--- src/mbrf_pkg.sv ---
package mbrf_pkg;

    localparam int IDX_W   = 16;
    localparam int SIZE_W  = 4;
    localparam int DATA_W  = 8;
    localparam int FILL_W  = 9;

    typedef enum logic [1:0] {
        OP_INIT  = 2'd0,
        OP_WRITE = 2'd1,
        OP_READ  = 2'd2,
        OP_FLUSH = 2'd3
    } op_t;

    typedef struct packed {
        op_t                opcode;
        logic [1:0]         port;
        logic [DATA_W-1:0]  write_data;
        logic [SIZE_W-1:0]  size_log2;
    } cmd_t;

    typedef struct packed {
        logic [DATA_W-1:0]  read_data;
        logic               ok;
        logic [FILL_W-1:0]  fill_level;
    } rsp_t;

    // One entry of the per-port state memory
    typedef struct packed {
        logic [IDX_W-1:0]   wr_idx;
        logic [IDX_W-1:0]   rd_idx;
        logic [SIZE_W-1:0]  size_log2;
    } port_state_t;

endpackage

--- src/mbrf_state_ram.sv ---
module mbrf_state_ram #(
    parameter int NUM_PORTS     = 4,
    parameter int PORT_W        = 2,
    parameter int MAX_SIZE_LOG2 = 8
) (
    input  logic                 clk,
    input  logic                 rst_n,
    input  logic                 rd_en,
    input  logic [PORT_W-1:0]    rd_addr,
    output mbrf_pkg::port_state_t rd_data,
    input  logic                 wr_en,
    input  logic [PORT_W-1:0]    wr_addr,
    input  mbrf_pkg::port_state_t wr_data
);

    mbrf_pkg::port_state_t state_mem [0:NUM_PORTS-1];
    mbrf_pkg::port_state_t rd_data_reg;
    logic [NUM_PORTS-1:0]  valid_reg;
    logic                  rd_valid_reg;
    mbrf_pkg::port_state_t reset_entry;

    assign reset_entry = '{wr_idx: '0, rd_idx: '0,
                           size_log2: mbrf_pkg::SIZE_W'(MAX_SIZE_LOG2)};

    always_ff @(posedge clk)
    begin
        if (wr_en)
        begin
            state_mem[wr_addr] <= wr_data;
        end
        if (rd_en)
        begin
            rd_data_reg <= state_mem[rd_addr];
        end
    end

    // An entry never written reads as its reset value
    always_ff @(posedge clk or negedge rst_n)
    begin
        if (!rst_n)
        begin
            valid_reg    <= '0;
            rd_valid_reg <= 1'b0;
        end
        else
        begin
            if (wr_en)
            begin
                valid_reg[wr_addr] <= 1'b1;
            end
            if (rd_en)
            begin
                rd_valid_reg <= valid_reg[rd_addr];
            end
        end
    end

    assign rd_data = rd_valid_reg ? rd_data_reg : reset_entry;

endmodule

--- config.mk ---
export PLATFORM = sky130hd
export DESIGN_NAME = mbrf_state_ram
export DESIGN_NICKNAME = d
export VERILOG_FILES = /design/src/mbrf_pkg.sv /design/src/mbrf_state_ram.sv
export SDC_FILE = /design/constraint.sdc
export NUM_CORES = 1
export LEC_CHECK = 0
export ABC_AREA = 1
export BUFFER_PORTS_ARGS = -buffer_cell sky130_fd_sc_hd__buf_2
export CAP_MARGIN = 20
export CORE_UTILIZATION = 30
export CTS_BUF_LIST = sky130_fd_sc_hd__clkbuf_16
export CTS_CLUSTER_DIAMETER = 200
export DETAILED_ROUTE_END_ITERATION = 8
export SETUP_SLACK_MARGIN = 0.5
export SLEW_MARGIN = 20
export SYNTH_ARGS = -nofsm -noshare
export SYNTH_HDL_FRONTEND = slang
export SYNTH_SLANG_ARGS = --single-unit
--- constraint.sdc ---
create_clock -name clk -period 0.9 [get_ports clk]
set_input_delay 0.09 -clock clk [delete_from_list [all_inputs] [get_ports clk]]
set_output_delay 0.09 -clock clk [all_outputs]
set_load 0.1 [all_outputs]
==> results.toml <==
[run_status]
status = "finished, violations left"
violations = "hold timing, setup timing"

[clocking]
clkSinkCount = 185
clock_latency_ns = 0.43
cts_buffers = 17
clockRootBuffer = "clkbuf_16"
htree_levels = 4
cts.path.max_buffers = 2
clk_pin_slew_ns = 0.07
cts_tree = "yes"
holdBufCountCts = 1

[sta]
finalMaxSlewViolations = 0
finalSetupViolations = 37
worst_pin_slew_ns = 0.2893
clock_skew_ns = 0.008031
maxSlewHeadroom_pct = 80.71
tns_ns = -21.49
hold_slack_ns = -0.1231
rsz0062_at_grt = "true"
layout_setup_ws_ns = -0.6167
fmax_ghz = 0.6593
hold_viol = 148
min_period_over_period_pct = 168.5
period_needed_ns = 1.517

[worst_setup_path]
r2r-end = "rd_data_reg[35]"
r2r_cells = 2
crit_fanout = 20
cp.required_ns = 0.81
rr_startpoint = "state_mem[1][35]"
worst_ep_arrival_time_ns = 1.43
endpoint_kind = "primary output"
r2r_setup_slack_ns = -0.01
start_kind = "flop"
criticalPathCategory = "reg2out"

[drt]
dr.pass1.iters = 4
detail-route-antenna-nets = 0
drc_errors = 0
routed_via_density = 4.651
wl_per_cell_um = 17.57
routed_wl_um = 16060
first_iter_violations = 315
route.vias.total = 4251

[placed_design]
placed_cells_incl_taps = 855
gp_congestion = 0.6355
hpwl_um = 9302
placement.io_buffers = 79

[yosys]
yosysMostFrequentCell = "edfxtp_1"
synth-edff-count = 180
async_reset_ff_share_pct = 2.703
syn_inst = 493
ys.flop_type = "edfxtp_1"
yosys_register_bits = 185
synth_area_leaders = "edfxtp_1 78%, nor2_1 4.1%, o21ai_0 3.4%"
ys_seq_area_share_pct = 79.58
synthesis.area_sq_um = 6949
ys_types = 15
synth_nets = 537
syn_area_per_cell_sq_um = 14.10
yosys_warnings = 0
yosysTopAreaCell = "edfxtp_1"
synth_common_cells = "180 x edfxtp_1, 76 x nor2_1, 47 x o21ai_0"
yosysTopAreaCellShare_pct = 77.78

[floorplan]
die_area_sq_um = 23780
die_h_um = 154.2
dieWidth_um = 154.2
num_io_pins = 80
core-area_sq_um = 22710
start_util_pct = 30.60
rows = 55

[pwr]
power_density_nw_per_um2 = 2068
p_seq_share_pct = 48.6
leakagePower_nw = 3.438
irDropWorstVdd_mv = 1.458
combinationalPowerShare_pct = 16.2
p_sw_share_pct = 25.37
power.share.clock_pct = 35.2
p_sw_mw = 5.285
internal-power_mw = 15.55

[final_layout]
layoutNonFillerInstCount = 914
fin_nets = 660
area_growth_pct = 44.94
largest_reg_flops = 144
layout-drive-gt1-share_pct = 45.06
final_util_pct = 44.35

[grt]
grt_use_total_pct = 13.38
grt_pass1_wl_um = 23600
antenna_found_initial = 2
grt_pass1_vias = 4309
grt_max_degree = 38
gr-total-overflow = 0

[worst_hold_path]
min_to = "state_mem[2][4]"
whs_path_depth = 1
hold_path_startpoint = "wr_data[4]"
worst_hold_path_type = "in2reg"

[run]
drv_cap = 0
repair_timing:
| item | CTS | global route |
|---|---|---|
| endpoints found under the setup margin | 221 | 221 |
| pin swaps | 25 | 24 |
| gates cloned | 5 | 8 |
| resized for setup | 88 | 44 |
| hold endpoints to repair | 153 | 148 |
| buffers inserted | 9 | 4 |
final cells by class:
class | count | area, sq um
diodes | 1 | 2.502
clock buffers | 17 | 425.4
clock inverters | 14 | 157.7
fillers | 2001 | 12640
inverters | 45 | 321.6
multi-input cells | 236 | 1384
flip-flops and latches | 185 | 5532
well taps | 285 | 356.6
repair buffers | 131 | 1893
through the flow:
step           worst slack [ns]  area [sq um]  hold slack, ns  total power [mW]
6_report                -0.6167         10070         -0.1231             20.83
5_1_grt                 -0.6737         10070         -0.1259             21.42
4_1_cts                 -0.6210          9676         -0.1330             20.76
3_5_place_dp            -0.2570          8730        -0.08604             13.34
3_3_place_gp            -0.2380          8730        -0.08687             13.28
2_1_floorplan           -0.2936          7277         -0.2056             12.12
cell usage in the layout (no fill, tap or decap), types with 7 or more instances in the layout:
cell / Yosys / layout
edfxtp_1: 180 / 180
nor2_1: 76 / 61
buf_12: 0 / 57
o21ai_1: 29 / 51
buf_2: 8 / 40
clkinvlp_4: 0 / 39
nand2_2: 0 / 35
o22ai_1: 36 / 31
o21ai_2: 0 / 25
clkbuf_16: 0 / 24
nor2_2: 0 / 11
buf_6: 8 / 9
nand2_1: 46 / 8
buf_4: 1 / 7
cells by family (layout without fill, tap and decap cells):
kind of cell    Yosys count  count (layout)  synth area share, %
flops                   185             185                79.58
buf+inv                  72             207                4.969
compound gates          112             112                8.715
other cells               0               1                    0
simple gates            124             124                6.734
per-layer routing:
layer	wire (um)	global-route usage [%]	vias to the layer above	share of wire (%)
met3	975	3.222	19	6.1
li1	-	-	2019	-
met4	207	5.095	2	1.3
met2	8494	23.48	114	53
met5	8	0	-	0.050
met1	6372	15.85	2097	40
how the worst max path moves through the flow:
stage | slack, ns | from | end
6_report | -0.62 | rd_valid_reg | rd_data[29]
5_1_grt | -0.67 | rd_valid_reg | rd_data[20]
4_1_cts | -0.62 | rd_valid_reg | rd_data[20]
3_5_place_dp | -0.26 | wr_addr[0] | state_mem[3][18]
3_3_place_gp | -0.24 | wr_addr[0] | state_mem[3][17]
2_1_floorplan | -0.29 | rd_valid_reg | rd_data[10]
critical path, cell delays in order (launching register included):
cell and delay, ns:
dfrtp_2 0.45, buf_12 0.18, nand2_2 0.10, clkinvlp_4 0.10, buf_12 0.17
power groups by stage:
stage	combinational, mW	sequential, mW	clock, mW
after floorplan	1.87	10.3	0
after global routing	3.54	10.2	7.70
final	3.37	10.1	7.33
after global placement	3.00	10.3	0
after CTS	3.24	10.1	7.41
after detailed placement	3.05	10.3	0
Power figures use the tool's default switching activity.
